## config.mk

```make
export PLATFORM = sky130hd
export DESIGN_NAME = mbfd_front
export DESIGN_NICKNAME = d
export VERILOG_FILES = /design/src/mbfd_pkg.sv /design/src/mbfd_front.sv
export SDC_FILE = /design/constraint.sdc
export NUM_CORES = 1
export LEC_CHECK = 0
export BUFFER_PORTS_ARGS = -buffer_cell sky130_fd_sc_hd__buf_4
export CELL_PAD_IN_SITES_DETAIL_PLACEMENT = 0
export CELL_PAD_IN_SITES_GLOBAL_PLACEMENT = 1
export CORE_AREA = 2 2 90 92
export DETAILED_ROUTE_END_ITERATION = 8
export DIE_AREA = 0 0 92 94
export GPL_ROUTABILITY_DRIVEN = 0
export MAX_ROUTING_LAYER = met4
export PLACE_DENSITY_LB_ADDON = 0.1
export REMOVE_ABC_BUFFERS = 1
export SLEW_MARGIN = 15
export SYNTH_ARGS = -nofsm -noshare
export SYNTH_HDL_FRONTEND = slang
export SYNTH_SLANG_ARGS = --single-unit
```

## constraint.sdc

```tcl
create_clock -name clk_i -period 3.24 [get_ports clk_i]
set_clock_uncertainty 0.15 [all_clocks]
set_input_delay 0.324 -clock clk_i [delete_from_list [all_inputs] [get_ports clk_i]]
set_output_delay 0.324 -clock clk_i [all_outputs]
set_load 0.01 [all_outputs]
```

## src/mbfd_pkg.sv

```systemverilog
// Shared types, constants and output rounding for the binaural FIR decoder.
`timescale 1ns / 1ps
`default_nettype none
package mbfd_pkg;

  localparam int CHANNELS = 4;
  localparam int MAX_TAPS = 256;
  localparam int SAMPLE_W = 16;
  localparam int CH_W     = 2;
  localparam int TAP_W    = 8;
  localparam int FL_W     = 9;
  localparam int ACC_W    = 48;
  localparam int PROD_W   = 2 * SAMPLE_W;
  localparam int POS_W    = $clog2(MAX_TAPS);
  localparam int CA_W     = $clog2(CHANNELS * MAX_TAPS);
  localparam int Q_W      = ACC_W - SAMPLE_W + 2;

  typedef enum logic [0:0] {
    CMD_SAMPLE = 1'b0,
    CMD_COEF   = 1'b1
  } cmd_e;

  typedef enum logic [0:0] {
    EAR_LEFT  = 1'b0,
    EAR_RIGHT = 1'b1
  } ear_e;

  typedef struct packed {
    cmd_e                        cmd;
    ear_e                        ear;
    logic [CH_W-1:0]             channel;
    logic [TAP_W-1:0]            tap;
    logic signed [SAMPLE_W-1:0]  value;
  } item_t;

  typedef enum logic [2:0] {
    ST_IDLE,
    ST_CLEAR,
    ST_WRITE,
    ST_MAC,
    ST_DRAIN,
    ST_FINISH
  } state_e;

  // Round half up to Q1.15, then saturate.
  function automatic logic [SAMPLE_W-1:0] sat_round(input logic [ACC_W-1:0] acc);
    logic [ACC_W:0]     s;
    logic [Q_W-1:0]     q;
    logic [SAMPLE_W-1:0] res;
    s = {acc[ACC_W-1], acc} + (ACC_W+1)'(1 << (SAMPLE_W - 2));
    q = s[ACC_W:SAMPLE_W-1];
    if ((&q[Q_W-1:SAMPLE_W-1]) || !(|q[Q_W-1:SAMPLE_W-1])) begin
      res = q[SAMPLE_W-1:0];
    end else if (q[Q_W-1]) begin
      res = {1'b1, {(SAMPLE_W-1){1'b0}}};
    end else begin
      res = {1'b0, {(SAMPLE_W-1){1'b1}}};
    end
    return res;
  endfunction

endpackage
`default_nettype wire

```

## src/mbfd_front.sv

```systemverilog
// Input side: accept beats, drop out-of-range items, queue the rest.
`timescale 1ns / 1ps
`default_nettype none
module mbfd_front (
  input  wire logic          clk_i,
  input  wire logic          rst_ni,
  input  wire logic          in_valid_i,
  output      logic          in_stall_o,
  input  wire mbfd_pkg::item_t in_item_i,
  output      logic          q_valid_o,
  output      mbfd_pkg::item_t q_item_o,
  input  wire logic          q_pop_i
);

  mbfd_pkg::item_t slot_q [2];
  logic            wr_ptr_q, rd_ptr_q;
  logic [1:0]      count_q;
  logic            accept, keep, bad_ch, bad_tap;

  assign in_stall_o = (count_q == 2'd2);
  assign accept     = in_valid_i && !in_stall_o;
  assign bad_ch     = {1'b0, in_item_i.channel} >= (mbfd_pkg::CH_W+1)'(mbfd_pkg::CHANNELS);
  assign bad_tap    = (in_item_i.cmd == mbfd_pkg::CMD_COEF) &&
                      ({1'b0, in_item_i.tap} >= (mbfd_pkg::TAP_W+1)'(mbfd_pkg::MAX_TAPS));
  assign keep       = accept && !bad_ch && !bad_tap;

  assign q_valid_o  = (count_q != 2'd0);
  assign q_item_o   = slot_q[rd_ptr_q];

  always_ff @(posedge clk_i) begin
    if (keep) begin
      slot_q[wr_ptr_q] <= in_item_i;
    end
  end

  always_ff @(posedge clk_i or negedge rst_ni) begin
    if (!rst_ni) begin
      wr_ptr_q <= 1'b0;
      rd_ptr_q <= 1'b0;
      count_q  <= 2'd0;
    end else begin
      if (keep) begin
        wr_ptr_q <= ~wr_ptr_q;
      end
      if (q_pop_i) begin
        rd_ptr_q <= ~rd_ptr_q;
      end
      // Hold count when one beat enters and one leaves.
      if (keep && !q_pop_i) begin
        count_q <= count_q + 2'd1;
      end else if (!keep && q_pop_i) begin
        count_q <= count_q - 2'd1;
      end
    end
  end

endmodule
`default_nettype wire

```

==> summary.txt <==
Layout
  – Inserted Diodes: 0
  – Multi-input logic area: 447 um^2
  – Storage element area: 1780 um^2
  – Filler instances: 730
  – Post-route cell area: 3030 um^2
  – Post-route core utilization: 39.9%
  – Fraction of final layout cells with drive strength greater than 1: 57.9%
  – NumNets Final: 211
  – Layout-stage area growth over the synthesis result: 33.8%

Floorplan
  – Initial Util: 29.8%
  – Area of the die: 8650 um^2
  – # IOs: 62
  – Die Ht: 94 um
  – X dimension of the die: 92 um
  – Floorplan row count: 32
  – Area of the core: 7610 um^2

Global route
  – Aggregate global-route resource usage: 10.5%
  – Pin count of the biggest net entering global routing: 29
  – Initial antenna violation count: 0
  – Total grt overflow: 0
  – Number of global-route vias before repair: 1,272
  – First-pass GRT wire length: 6320 um

Timing
  – Setup_tns: 0 ps
  – Worst hold-check slack: 26.3 ps
  – Final number of max-transition violations: 0
  – Number of endpoints failing setup at the final stage: 0
  – Worst max-slew margin expressed relative to the limit: 41.2%
  – Highest Clock Rate: 410 MHz
  – Tmin final: 2440 ps
  – Post-route clock period utilization: 75.3%
  – Worst Max-Slew Pin Slew: 880 ps
  – Final Hold Vio Count: 0
  – Unrepaired setup endpoints after global routing: false

Clocking
  – CTS tree: built
  – Buffer count from post-CTS setup fixing: 0
  – Clk_lat worst skew: 320 ps
  – H-tree levels: 3
  – Post-CTS clock slew at the launch and capture registers of the worst setup and hold paths: 70 ps
  – Sink Count: 60
  – CTS-repair resized insts: 0
  – Clk Tree Root Cell: clkbuf_8
  – Number of buffers inserted during clock tree synthesis: 9
  – Max Root-Sink Buffers: 2

Drt
  – Routed len/inst: 14.7 um
  – Wl on met1: 1710 um
  – Metal3 WL: 220 um
  – DRT antenna net count: 0
  – Total DRC errors in the routed layout: 0
  – Routed via count divided by cell count: 4.04
  – Final wirelength: 4200 um
  – Routed via count: 1,152
  – Met2 wire len: 2200 um
  – DR iter-0 viols: 37
  – Highest layer used for signal routing: met4
  – Number of detailed-route iterations in the first pass: 3

Yosys
  – Number of storage elements in the synthesis netlist: 60
  – Number of distinct standard cells referenced by the synthesized netlist: 16
  – Area of the mapped netlist: 2270 um^2
  – Number of warnings reported in the yosys synthesis log: 0
  – Register area share after synthesis: 78.6%
  – Synthesized instance count: 106
  – Synth Area per Inst: 21.4 um^2

Power
  – Worst VDD drop: 319 uV
  – Switching share of power: 28.4%
  – Clock network fraction of total power: 23.5%
  – Internal power summed over all cells: 1.89 mW
  – Sequential fraction of design power: 43.8%
  – Tot Pwr: 2.63 mW
  – Static power due to leakage: 1.18 nW
  – Portion of total power attributed to combinational logic: 32.7%
  – Power per cell area: 868 nW/um^2
  – Net load switching power: 0.746 mW

Critical path
  – Cell Chain, Critical Path: buf_4, mux2_2, buf_4
  – Required time of the critical path: 2770 ps
  – Longest individual stage delay on the worst path: 720 ps
  – Critical path's most frequent cell: buf_4
  – Highest-delay cell along the critical path: dfrtp_1
  – Maximum fanout along the worst path: 16
  – Kind of cell with the highest combined delay on the critical path: flip-flops
  – Worst setup EP type: primary output
  – Worst setup SP type: flop
  – Count of buffering cells on the critical path with inverters included: 2
  – WP data arrival: 1970 ps
  – Startpoint-to-endpoint class of the critical path: reg -> out
  – Worst R2R Setup Slack: 1290 ps

Hold path
  – Worst hold path type: in -> reg

Job
  – Max-cap violations: 0

Placement
  – Instance area at placement: 2840 um^2
  – HPWL after detailed placement: 2800 um
  – Input/output buffers: 61

Run status
  – Status: finished clean
## cell usage after synthesis (all sizes together)
| cell | number | share of area (%) |
|---|---|---|
| ha | 1 | 0.55 |
| xnor2 | 2 | 0.77 |
| nor2 | 2 | 0.33 |
| buf | 3 | 1.5 |
| and3 | 1 | 0.28 |
| dfrtp | 4 | 4.4 |
| nand2 | 1 | 0.17 |
| edfxtp | 56 | 74 |
| or2 | 1 | 0.28 |
| xor2 | 3 | 1.2 |
| inv | 3 | 0.50 |
| nand2b | 1 | 0.28 |
| mux2 | 28 | 16 |
## sequential cells by signal, indices dropped and copies added, names as in the netlist
name and flops:
slot_q 56, count_q 2, rd_ptr_q 1, wr_ptr_q 1
## logic make-up after synthesis
family | synth area share (%)
fa+ha+maj | 0.552
xor+xnor | 1.93
flops | 78.6
simple gates | 1.33
buf+inv | 1.99
mux | 15.6
## worst paths after layout
| kind | cells after the start | to | startpoint |
|---|---|---|---|
| hold reg to reg | 1 | count_q[1]$_DFFE_PN0P_ | count_q[1]$_DFFE_PN0P_ |
| max in group asynchronous | 2 | count_q[0]$_DFFE_PN0P_ | rst_ni |
| hold / removal | 1 | slot_q[0][8]$_DFFE_PP_ | in_item_i[8] |
| setup reg to reg | 3 | slot_q[0][6]$_DFFE_PP_ | count_q[0]$_DFFE_PN0P_ |
| setup / recovery | 3 | q_item_o[26] | rd_ptr_q$_DFFE_PN0P_ |
| min in group asynchronous | 2 | rd_ptr_q$_DFFE_PN0P_ | rst_ni |
## layout by cell type (no fill, tap or decap), drive strengths merged
cell type    Yosys  final
xnor2            2      2
xor2             3      3
clkinv           0      4
dfrtp            4      4
nor2             2      2
and3             1      1
nand2b           1      1
buf              3     63
or2              1      1
edfxtp          56     56
nand2            1      1
dlygate4sd3      0      1
clkbuf           0     10
mux2            28     28
inv              3      3
ha               1      1
bufinv           0      1
clkinvlp         0      1
## routing by layer
layer | global-route usage [%] | vias up
met5 | - | -
met4 | 6.72 | 0
met3 | 3.77 | 8
met2 | 17.2 | 39
met1 | 10.8 | 557
li1 | - | 548
## area by class of cell
cell class,count,area share [%]
flip-flops and latches,60,58.7
repair buffers,64,15.9
inverters,3,0.371
multi-input cells,40,14.7
well taps,102,4.21
clock buffers,10,4.21
clock inverters,6,1.82
## repair_timing
| action | in CTS | in global routing |
|---|---|---|
| setup endpoints to repair | 0 | 0 |
| hold buffers | 1 | 0 |
| hold endpoints to repair | 4 | 0 |
## power groups by stage
stage	registers [mW]	clock network (mW)	logic [mW]
global route	1.17	0.679	0.929
CTS	1.16	0.642	0.887
finish	1.15	0.618	0.860
global placement	1.16	0	0.873
floorplan	1.18	0	0.461
detailed placement	1.17	0	0.884
## metrics by stage
stage / worst slack [ps] / instances
after global placement: 1140 / 268
after global routing: 677 / 285
after detailed placement: 1100 / 268
final: 801 / 285
after floorplan: 864 / 103
after CTS: 736 / 285
(Power assumes the default switching activity.)
